[src/bsrch_pkg.sv]
// ----------------------------------------------------------------------------
// Sorted table binary search package
// Controller state encoding and the command and status bundles that pass
// between the controller and the datapath.
// ----------------------------------------------------------------------------
package bsrch_pkg;

   typedef enum logic [2:0] {
      ST_IDLE  = 3'b001,
      ST_PROBE = 3'b010,
      ST_CHECK = 3'b100
   } state_type;

   typedef struct packed {
      logic wr;
      logic load;
      logic probe;
      logic narrow;
      logic hit;
      logic miss;
   } cmd_type;

   typedef struct packed {
      logic range_open;
      logic hit;
   } status_type;

endpackage

[src/bsrch_ctrl.sv]
// ----------------------------------------------------------------------------
// Binary search controller
// Accepts items and sequences the probe and check steps of a search.
// ----------------------------------------------------------------------------
module bsrch_ctrl (
   input  logic                   clock,
   input  logic                   reset,
   input  logic                   start,
   input  logic                   req_kind,
   input  bsrch_pkg::status_type  status,
   output bsrch_pkg::cmd_type     cmd,
   output logic                   busy
);
   import bsrch_pkg::*;

   state_type state_ff;
   state_type state_in;

   always_comb begin
      state_in = state_ff;
      cmd      = '0;
      unique case (state_ff)
         ST_IDLE: begin
            if (start) begin
               if (req_kind) begin
                  cmd.load = 1'b1;
                  state_in = ST_PROBE;
               end else begin
                  cmd.wr = 1'b1;
               end
            end
         end
         ST_PROBE: begin
            if (status.range_open) begin
               cmd.probe = 1'b1;
               state_in  = ST_CHECK;
            end else begin
               cmd.miss = 1'b1;
               state_in = ST_IDLE;
            end
         end
         ST_CHECK: begin
            if (status.hit) begin
               cmd.hit  = 1'b1;
               state_in = ST_IDLE;
            end else begin
               cmd.narrow = 1'b1;
               state_in   = ST_PROBE;
            end
         end
         default: begin
            state_in = ST_IDLE;
         end
      endcase
   end

   always_ff @(posedge clock) begin
      if (reset) begin
         state_ff <= ST_IDLE;
      end else begin
         state_ff <= state_in;
      end
   end

   assign busy = (state_ff != ST_IDLE);

   a_check_after_probe: assert property (@(posedge clock) disable iff (reset)
      state_ff == ST_CHECK |-> $past(state_ff) == ST_PROBE)
      else $error("check step not preceded by a probe");

   a_no_accept_when_busy: assert property (@(posedge clock) disable iff (reset)
      busy |-> !cmd.load && !cmd.wr)
      else $error("item taken while busy");

   a_result_ends_search: assert property (@(posedge clock) disable iff (reset)
      (cmd.hit || cmd.miss) |=> state_ff == ST_IDLE)
      else $error("search did not end after its result");

endmodule

[config.mk]
export PLATFORM = sky130hd
export DESIGN_NAME = bsrch_ctrl
export DESIGN_NICKNAME = d
export VERILOG_FILES = /design/src/bsrch_pkg.sv /design/src/bsrch_ctrl.sv
export SDC_FILE = /design/constraint.sdc
export NUM_CORES = 1
export LEC_CHECK = 0
export ABC_CLOCK_PERIOD_IN_PS = 3100
export BUFFER_PORTS_ARGS = -buffer_cell sky130_fd_sc_hd__buf_2
export CAP_MARGIN = 20
export CORE_AREA = 10 10 47 49
export DETAILED_ROUTE_END_ITERATION = 8
export DIE_AREA = 0 0 57 59
export SLEW_MARGIN = 25
export SYNTH_ARGS = -nofsm -noshare
export SYNTH_HDL_FRONTEND = slang
export SYNTH_SLANG_ARGS = --single-unit
[constraint.sdc]
create_clock -name clock -period 3.1 [get_ports clock]
set_clock_uncertainty 0.1 [all_clocks]
set_input_delay 0.31 -clock clock [delete_from_list [all_inputs] [get_ports clock]]
set_output_delay 0.31 -clock clock [all_outputs]
set_load 0.02 [all_outputs]
==> results.md, run 1 <==
* Status: finished, final reports clean
* Vias post-DR at 198
* Leak at 0.1448 nW
* Setup Viol. Count Final at 0
* Number of global-route vias before repair at 190
* CTS tree: built
* Final count of pins violating max slew at 0
* Row count at 14
* GRT Util Overall at 3.629%
* Fmax at 586.6 MHz
* Remaining DRCs at 0
* Clock tree sinks at 3
* Post-synth cell types at 14
* MaxCap Viol Count at 0
* Place WS at 1.642 ns
* Final Cycle Share at 55.00%
* Clock H-tree levels at 1
* Layout Nets at 40
* Critical path arrival at 1.29 ns
* Crit Path Max Fanout at 6
* Worst-path clk slew at 0.04 ns
* Crit start category: flop
* Syn Nets at 23
* Hold_buf cts at 0
* Post-cts sizing count at 0
* Hold Crit Start: reset
* Die width at 57 um
* Worst r2r path cells at 3
* Power density cells at 603.4 nW/um^2
* Setup repair after global routing missed its margin: false
* Final setup margin at 1.395 ns
* Die area at 3363 um^2
* WP data required at 2.69 ns
* Fin. Hold Viols at 0
* Post-CTS setup buffers at 0
* Mapped cell area at 178.9 um^2
* Core footprint at 1401 um^2
* Hold Path End: state_ff[0]
* Reg with most FFs: state_ff
* Vias per inst at 4.041
* Worst Hold Class: in -> reg
* Average wire per standard cell at 10.82 um
* Reg2reg setup slack at 1.91 ns
* Synth-to-Final Area Change at 59.44%
* Post-DP Area at 259.0 um^2
* Regs by FF count: state_ff (3)
* Share of post-route cells with drive strength above 1 at 57.58%
* Power, Total at 0.1721 mW
* Hpwl dp at 411.7 um
* Cell count after synthesis at 17
* Clk_lat worst skew at 0.24 ns
* Max FFs per register at 3
* Total I/O pin count at 13
* Reg-to-Reg End: state_ff[2]
* CTS root buffer: clkbuf_4
* Max VDD drop at 0.0001184 V
* Routed WL at 530 um
* Syn Area/Cell at 10.52 um^2
* Grt ovf at 0
* Clock period minus worst slack at 1.705 ns
* YS warnings at 0
* Design Area, Final at 285.3 um^2
* CTS buffer count at 3
* First-pass GRT wire length at 855 um
* Initial antenna violation count at 0
* Pin count of the biggest net entering global routing at 7
* Drt pass-1 iters at 4
* Antenna Cells at 0
* Die height at 59 um
* Starting density of the core at 12.77%
* Relative slew margins at 75.42%
* CP Class: reg -> out
* Longest Clk Path Bufs at 2
* Reg-to-reg critical path startpoint: state_ff[0]
* IO Port Bufs at 12
* Hold Path Depth at 3
* Sequential fraction of the synthesis area at 33.57%
* RD Place Congestion at 0.6834
* Setup TNS at 0 ns
* DR iter-0 viols at 6
* Fin util at 20.36%
* Final ANT Viol Nets at 0
* Number of synthesized register bits at 3
* Slew @ Worst Pin at 0.3677 ns
* CP Capture Type: output port
==> report_power, final <==
group          internal (mW)  total, mW  switching [mW]
Combinational         0.0229     0.0494          0.0265
Sequential            0.0442     0.0519         0.00774
Clock                 0.0484     0.0708          0.0224
Total                  0.115      0.172          0.0567
==> worst max-delay path, stage by stage (launching register included) <==
cell and delay, ns:
dfxtp_1 0.39, nor3b_4 0.32, and3_1 0.19, buf_2 0.16
==> routing by layer <==
| metal | up-vias | part of all wire (%) | wire [um] | global-route usage, % |
|---|---|---|---|---|
| met1 | 89 | 36 | 190 | 3.321 |
| met3 | 2 | 18 | 94 | 3.863 |
| met5 | - | 0 | 0 | 0 |
| met4 | 0 | 3.0 | 16 | 4.027 |
| met2 | 11 | 43 | 228 | 4.031 |
| li1 | 96 | - | - | - |
==> stage by stage <==
| step | hold WS, ns | cells |
|---|---|---|
| finish | 0.1797 | 49 |
| global route | 0.2031 | 49 |
| CTS | 0.1716 | 49 |
| detailed placement | 0.4215 | 45 |
| global placement | 0.4166 | 45 |
| floorplan | 0.3093 | 17 |
==> layout make-up <==
cell class,count,area (um^2)
clock buffer,4,26.28
fill,157,1116
inverter,1,3.754
multi-input combinational,13,115.1
sequential,3,60.06
tap,16,20.02
timing repair buffer,12,60.06
==> cells in the final DEF (no fill, tap or decap) <==
cell	instances
nor2_1	1
inv_1	1
clkbuf_4	3
buf_2	12
nor4b_2	1
and4bb_1	1
and4bb_2	1
o31ai_1	1
a21oi_2	1
nor3b_4	1
and2_1	1
o21a_1	1
and3_1	1
nand2_1	2
clkbuf_1	1
dfxtp_1	3
nor4b_1	1
==> cell families after synthesis <==
family / Yosys count / share of synthesized area, %
buf+inv: 1 / 2.096
compound gates: 3 / 13.29
simple gates: 10 / 51.05
flops: 3 / 33.57
==> worst max-delay path by stage <==
| stage | slack [ns] | end | cells past startpoint | start |
|---|---|---|---|---|
| 2_1_floorplan | 1.54 | cmd[0] | 1 | state_ff[1] |
| 3_3_place_gp | 1.65 | cmd[4] | 3 | state_ff[0] |
| 3_5_place_dp | 1.64 | cmd[4] | 3 | state_ff[0] |
| 4_1_cts | 1.38 | cmd[4] | 3 | state_ff[0] |
| 5_1_grt | 1.32 | cmd[5] | 4 | state_ff[0] |
| 6_report | 1.40 | cmd[4] | 3 | state_ff[0] |
==> cell usage after synthesis <==
library cell	instances	area (um^2)
nand2_1	2	7.510
and3_1	1	6.260
dfxtp_1	3	60.06
nor4b_2	1	15.01
and2_1	1	6.260
and4bb_1	1	12.51
nor2_1	1	3.750
inv_1	1	3.750
o31ai_1	1	7.510
a21oi_2	1	8.760
nor3b_4	1	18.77
nor4b_1	1	8.760
o21a_1	1	7.510
and4bb_2	1	12.51
Power figures use the tool's default switching activity.
==> run 2: changes to the inputs <==
--- a/config.mk
+++ b/config.mk
@@ -5,7 +5,7 @@
 export SDC_FILE = /design/constraint.sdc
 export NUM_CORES = 1
 export LEC_CHECK = 0
-export ABC_CLOCK_PERIOD_IN_PS = 3100
+export ABC_CLOCK_PERIOD_IN_PS = 1500
 export BUFFER_PORTS_ARGS = -buffer_cell sky130_fd_sc_hd__buf_2
 export CAP_MARGIN = 20
 export CORE_AREA = 10 10 47 49
==> constraint.sdc (replaced) <==
create_clock -name clock -period 1.5 [get_ports clock]
set_clock_uncertainty 0.1 [all_clocks]
set_input_delay 0.15 -clock clock [delete_from_list [all_inputs] [get_ports clock]]
set_output_delay 0.15 -clock clock [all_outputs]
set_load 0.02 [all_outputs]
==> results.md, run 2 (synthesized netlist as in run 1, its figures left out) <==
* Status: finished, final reports clean (unchanged)
* Delay-heaviest family, CP: simple AND/OR/NAND/NOR gates (unchanged)
* Leak at 0.1565 nW (was 0.1448 nW)
* Worst Hold Class: in -> reg (unchanged)
* IO Port Bufs at 12 (unchanged)
* Antenna Cells at 0 (unchanged)
* Vias post-DR at 210 (was 198)
* Footprint of the multi-input gates at 126.4 um^2 (was 115.1 um^2)
* Grt ovf at 0 (unchanged)
* WP data required at 1.25 ns (was 2.69 ns)
* Clk_lat worst skew at 0.24 ns (about the same)
* Remaining DRCs at 0 (unchanged)
* Initial antenna violation count at 0 (unchanged)
* Row count at 14 (unchanged)
* Fmax at 703.5 MHz
* Clock H-tree levels at 1 (unchanged)
* Longest Clk Path Bufs at 2 (unchanged)
* CP Cell Sequence: nor3b_4, and3_1, buf_2 (unchanged)
* Number of fillers in the final layout at 160 (was 157)
* CP Class: reg -> out (unchanged)
* Final Cycle Share at 94.77%
* Die width at 57 um (unchanged)
* Critical path arrival at 1.17 ns (was 1.29 ns)
* CP Capture Type: output port (unchanged)
* RD Place Congestion at 0.6663 (was 0.6834)
* Fin util at 22.86% (was 20.36%)
* CTS tree: built (unchanged)
* Worst-path clk slew at 0.04 ns (about the same)
* Power, Total at 0.3950 mW (was 0.1721 mW)
* Regs by FF count: state_ff (3) (unchanged)
* Number of global-route vias before repair at 229 (was 190)
* Die area at 3363 um^2 (unchanged)
* GRT Util Overall at 4.017% (was 3.629%)
* Vias per inst at 4.118 (was 4.041)
* Design Area, Final at 320.3 um^2 (was 285.3 um^2)
* Crit Path Max Fanout at 5 (was 6)
* Slew @ Worst Pin at 0.2495 ns (was 0.3677 ns)
* DR iter-0 viols at 2 (was 6)
* Pin count of the biggest net entering global routing at 6 (was 7)
* Routed WL at 565 um (was 530 um)
* Setup Viol. Count Final at 0 (unchanged)
* Setup TNS at 0 ns (unchanged)
* Max FFs per register at 3 (unchanged)
* Crit start category: flop (unchanged)
* MaxCap Viol Count at 0 (unchanged)
* Most frequent cells in the layout: 11 x buf_2, 3 x clkbuf_4, 3 x buf_4 (was 12 x buf_2, 3 x clkbuf_4, 3 x dfxtp_1)
* Starting density of the core at 12.77% (unchanged)
* Die height at 59 um (unchanged)
* Most common cell after layout, fill and taps aside: buf_2 (unchanged)
* Post-DP Area at 259.0 um^2 (unchanged)
* Buf/Inv on CP at 1 (unchanged)
* Setup repair after global routing missed its margin: false (unchanged)
* Layout Nets at 42 (was 40)
* Share of post-route cells with drive strength above 1 at 71.43% (was 57.58%)
* Crit-path max cell delay at 0.36 ns (was 0.39 ns)
* Max VDD drop at 0.0002025 V (was 0.0001184 V)
* Relative slew margins at 83.29% (was 75.42%)
* Final ANT Viol Nets at 0 (unchanged)
* Clock tree sinks at 3 (unchanged)
* Fin. Hold Viols at 0 (unchanged)
* Power density cells at 1233 nW/um^2 (was 603.4 nW/um^2)
* Total I/O pin count at 13 (unchanged)
* Average wire per standard cell at 11.08 um (was 10.82 um)
* Clock period minus worst slack at 1.422 ns
* Reg area at 66.31 um^2 (was 60.06 um^2)
* First-pass GRT wire length at 959 um (was 855 um)
* Reg with most FFs: state_ff (unchanged)
* Core footprint at 1401 um^2 (unchanged)
* Slowest stage cell, crit path: dfxtp_4 (was dfxtp_1)
* Drt pass-1 iters at 4 (unchanged)
* CTS root buffer: clkbuf_4 (unchanged)
* Synth-to-Final Area Change at 79.02% (was 59.44%)
* CTS buffer count at 3 (unchanged)
* Final count of pins violating max slew at 0 (unchanged)
## run 2: changes by cell type in the layout (fill, tap and decap cells not counted)
cell | previous run | this run
buf_4 | 0 | 3
dfxtp_1 | 3 | 0
dfxtp_2 | 0 | 2
buf_2 | 12 | 11
dfxtp_4 | 0 | 1
nor2_1 | 1 | 0
nor2_2 | 0 | 1
nor4b_2 | 1 | 0
nor4b_4 | 0 | 1
## run 2: what timing repair did
| action | 4_1_cts | 5_1_grt |
|---|---|---|
| endpoints found under the setup margin | 3 | 4 |
| gates resized for setup | 0 | 7 |
| pin swaps | 0 | 1 |
| setup buffers | 2 | 0 |
| hold buffers | 0 | 0 |
## run 2: layout make-up
type / count / area share [%]
Multi-Input combinational cell: 13 / 39.45
Sequential cell: 3 / 20.70
Timing Repair Buffer: 14 / 24.22
Clock buffer: 4 / 8.203
Tap cell: 16 / 6.250
Inverter: 1 / 1.172
## run 2: worst min-delay path, cell delays in order
cell	delay, ns
buf_2	0.09
a21oi_2	0.04
o31ai_1	0.06
## run 2: where the power goes
part / internal (mW) / leakage (nW) / total, mW / switching [mW]
clock network: 0.100 / 0.0150 / 0.146 / 0.0460
registers: 0.0949 / 0.0255 / 0.114 / 0.0196
logic: 0.0718 / 0.116 / 0.135 / 0.0628
## run 2: layer usage
metal  vias to the layer above  GRT usage [%]  wire (um)
li1                        101              -          -
met1                       100          3.203        187
met2                         9          4.961        280
met3                         0          4.077         97
met4                         0          5.034          0
met5                         -              0          0
## run 2: worst paths after layout
check | cells after the start | endpoint | slack (ns) | from
worst max-delay path | 3 | cmd[4] | 0.08 | state_ff[0]
worst min-delay path | 3 | state_ff[0] | 0.03 | reset
worst max register to register | 4 | state_ff[2] | 0.33 | state_ff[0]
worst min register to register | 2 | state_ff[1] | 0.52 | state_ff[0]
## run 2: per-stage QoR
stage | cells | hold WS [ns] | worst slack [ns]
6_report | 51 | 0.03275 | 0.07849
5_1_grt | 51 | 0.04445 | 0.009437
4_1_cts | 51 | 0.01476 | -0.0001370
3_5_place_dp | 45 | 0.2623 | 0.1993
3_3_place_gp | 45 | 0.2571 | 0.2045
2_1_floorplan | 17 | 0.1493 | 0.1035
==> run 3: changes to the inputs <==
--- a/config.mk
+++ b/config.mk
@@ -5,12 +5,13 @@
 export SDC_FILE = /design/constraint.sdc
 export NUM_CORES = 1
 export LEC_CHECK = 0
-export ABC_CLOCK_PERIOD_IN_PS = 1500
+export ABC_CLOCK_PERIOD_IN_PS = 1750
 export BUFFER_PORTS_ARGS = -buffer_cell sky130_fd_sc_hd__buf_2
 export CAP_MARGIN = 20
 export CORE_AREA = 10 10 47 49
 export DETAILED_ROUTE_END_ITERATION = 8
 export DIE_AREA = 0 0 57 59
+export SETUP_SLACK_MARGIN = 0.05
 export SLEW_MARGIN = 25
 export SYNTH_ARGS = -nofsm -noshare
 export SYNTH_HDL_FRONTEND = slang
==> constraint.sdc (replaced) <==
create_clock -name clock -period 1.75 [get_ports clock]
set_clock_uncertainty 0.1 [all_clocks]
set_input_delay 0.175 -clock clock [delete_from_list [all_inputs] [get_ports clock]]
set_output_delay 0.175 -clock clock [all_outputs]
set_load 0.02 [all_outputs]
==> results.md, run 3 (synthesized netlist as in run 1, its figures left out) <==
* Drt pass-1 iters at 3 (was 4)
* Grt ovf at 0 (unchanged)
* Leak at 0.1539 nW (was 0.1565 nW)
* Setup Viol. Count Final at 0 (unchanged)
* Final Cycle Share at 87.50%
* Clock tree sinks at 3 (unchanged)
* Remaining DRCs at 0 (unchanged)
* Crit-path max cell delay at 0.39 ns (was 0.36 ns)
* Core footprint at 1401 um^2 (unchanged)
* Worst-path clk slew at 0.04 ns (about the same)
* Worst Hold Class: in -> reg (unchanged)
* Design Area, Final at 300.3 um^2 (was 320.3 um^2)
* Final count of pins violating max slew at 0 (unchanged)
* Relative slew margins at 77.12% (was 83.29%)
* Die area at 3363 um^2 (unchanged)
* Clock period minus worst slack at 1.531 ns
* Crit Path Max Fanout at 5 (unchanged)
* WP data required at 1.47 ns (was 1.25 ns)
* Initial antenna violation count at 0 (unchanged)
* Clock H-tree levels at 1 (unchanged)
* GRT Util Overall at 3.541% (was 4.017%)
* IO Port Bufs at 12 (unchanged)
* CP Cell Sequence: nor3b_4, and3_1, buf_2 (unchanged)
* Die width at 57 um (unchanged)
* Layout Nets at 42 (unchanged)
* Routed WL at 581 um (was 565 um)
* CP Class: reg -> out (unchanged)
* Vias per inst at 3.980 (was 4.118)
* Fin. Hold Viols at 0 (unchanged)
* Reg with most FFs: state_ff (unchanged)
* Starting density of the core at 12.77% (unchanged)
* Worst hold slack at 0.03950 ns (was 0.03275 ns)
* Setup repair after global routing missed its margin: false (unchanged)
* Number of global-route vias before repair at 195 (was 229)
* Max FFs per register at 3 (unchanged)
* Slew @ Worst Pin at 0.3424 ns (was 0.2495 ns)
* Regs by FF count: state_ff (3) (unchanged)
* Setup TNS at 0 ns (unchanged)
* Die height at 59 um (unchanged)
* Share of post-route cells with drive strength above 1 at 60.00% (was 71.43%)
* Most common cell after layout, fill and taps aside: buf_2 (unchanged)
* Hold_buf cts at 0 (unchanged)
* Row count at 14 (unchanged)
* DR iter-0 viols at 4 (was 2)
* Fmax at 653.0 MHz
* CTS buffer count at 3 (unchanged)
* Clk_lat worst skew at 0.24 ns (about the same)
* Longest Clk Path Bufs at 2 (unchanged)
* CTS tree: built (unchanged)
* Power, Total at 0.3269 mW (was 0.3950 mW)
* Average wire per standard cell at 11.39 um (was 11.08 um)
* Pin count of the biggest net entering global routing at 7 (was 6)
* Post-cts sizing count at 0 (unchanged)
* Critical path arrival at 1.26 ns (was 1.17 ns)
* CP Capture Type: output port (unchanged)
* Power density cells at 1089 nW/um^2 (was 1233 nW/um^2)
* Post-DP Area at 259.0 um^2 (unchanged)
* Status: finished, final reports clean (unchanged)
* First-pass GRT wire length at 848 um (was 959 um)
* RD Place Congestion at 0.6602 (was 0.6663)
* Vias post-DR at 203 (was 210)
* Max VDD drop at 0.0002789 V (was 0.0002025 V)
* Most frequent cells in the layout: 12 x buf_2, 3 x clkbuf_4, 3 x dfxtp_1 (was 11 x buf_2, 3 x clkbuf_4, 3 x buf_4)
* MaxCap Viol Count at 0 (unchanged)
* Slowest stage cell, crit path: dfxtp_1 (was dfxtp_4)
* Place WS at 0.4039 ns (was 0.1993 ns)
* Antenna Cells at 0 (unchanged)
* Final setup margin at 0.2187 ns (was 0.07849 ns)
* Synth-to-Final Area Change at 67.83% (was 79.02%)
* Final ANT Viol Nets at 0 (unchanged)
* Total I/O pin count at 13 (unchanged)
* CTS root buffer: clkbuf_4 (unchanged)
* Crit start category: flop (unchanged)
run 3: critical path, delay by kind of cell, from the launching register on:
family	cells	cell delay (ns)
simple gates	2	0.46
flops	1	0.39
buf+inv	1	0.16
run 3: path summary, 6_finish.rpt:
check,startpoint,end,slack [ns],cells after the start
worst min-delay path,reset,state_ff[0],0.04,3
worst max-delay path,state_ff[0],cmd[4],0.22,3
worst max register to register,state_ff[0],state_ff[2],0.52,4
worst min register to register,state_ff[0],state_ff[1],0.59,2
run 3: per-stage QoR:
stage | util [%] | cells
global placement | 18.48 | 45
CTS | 20.36 | 49
detailed placement | 18.48 | 45
floorplan | - | 17
global route | 21.43 | 51
finish | 21.43 | 51
run 3: routing by layer:
layer | share of wire (%) | track usage, % | wire, um | vias up
met3 | 15 | 4.936 | 89 | 0
met1 | 42 | 3.199 | 243 | 93
li1 | - | - | - | 100
met4 | 0 | 2.013 | 0 | 0
met2 | 43 | 4.031 | 248 | 10
met5 | 0 | 0 | 0 | -
run 3: area by class of cell:
type	instances	area (um^2)
fillers	169	1101
clock buffers	4	26.28
inverters	1	3.754
repair buffers	14	75.07
flip-flops and latches	3	60.06
multi-input cells	13	115.1
well taps	16	20.02
run 3: power breakdown:
| part | leakage (nW) | total, mW | switching, mW | internal (mW) |
|---|---|---|---|---|
| logic | 0.114 | 0.110 | 0.0522 | 0.0576 |
| registers | 0.0246 | 0.0928 | 0.0145 | 0.0783 |
| clock network | 0.0150 | 0.124 | 0.0388 | 0.0856 |
| total | 0.154 | 0.327 | 0.105 | 0.221 |
run 3: what timing repair did:
item                       CTS  global route
buffers inserted             0             2
setup endpoints to repair    0             1
hold endpoints to repair     0             0
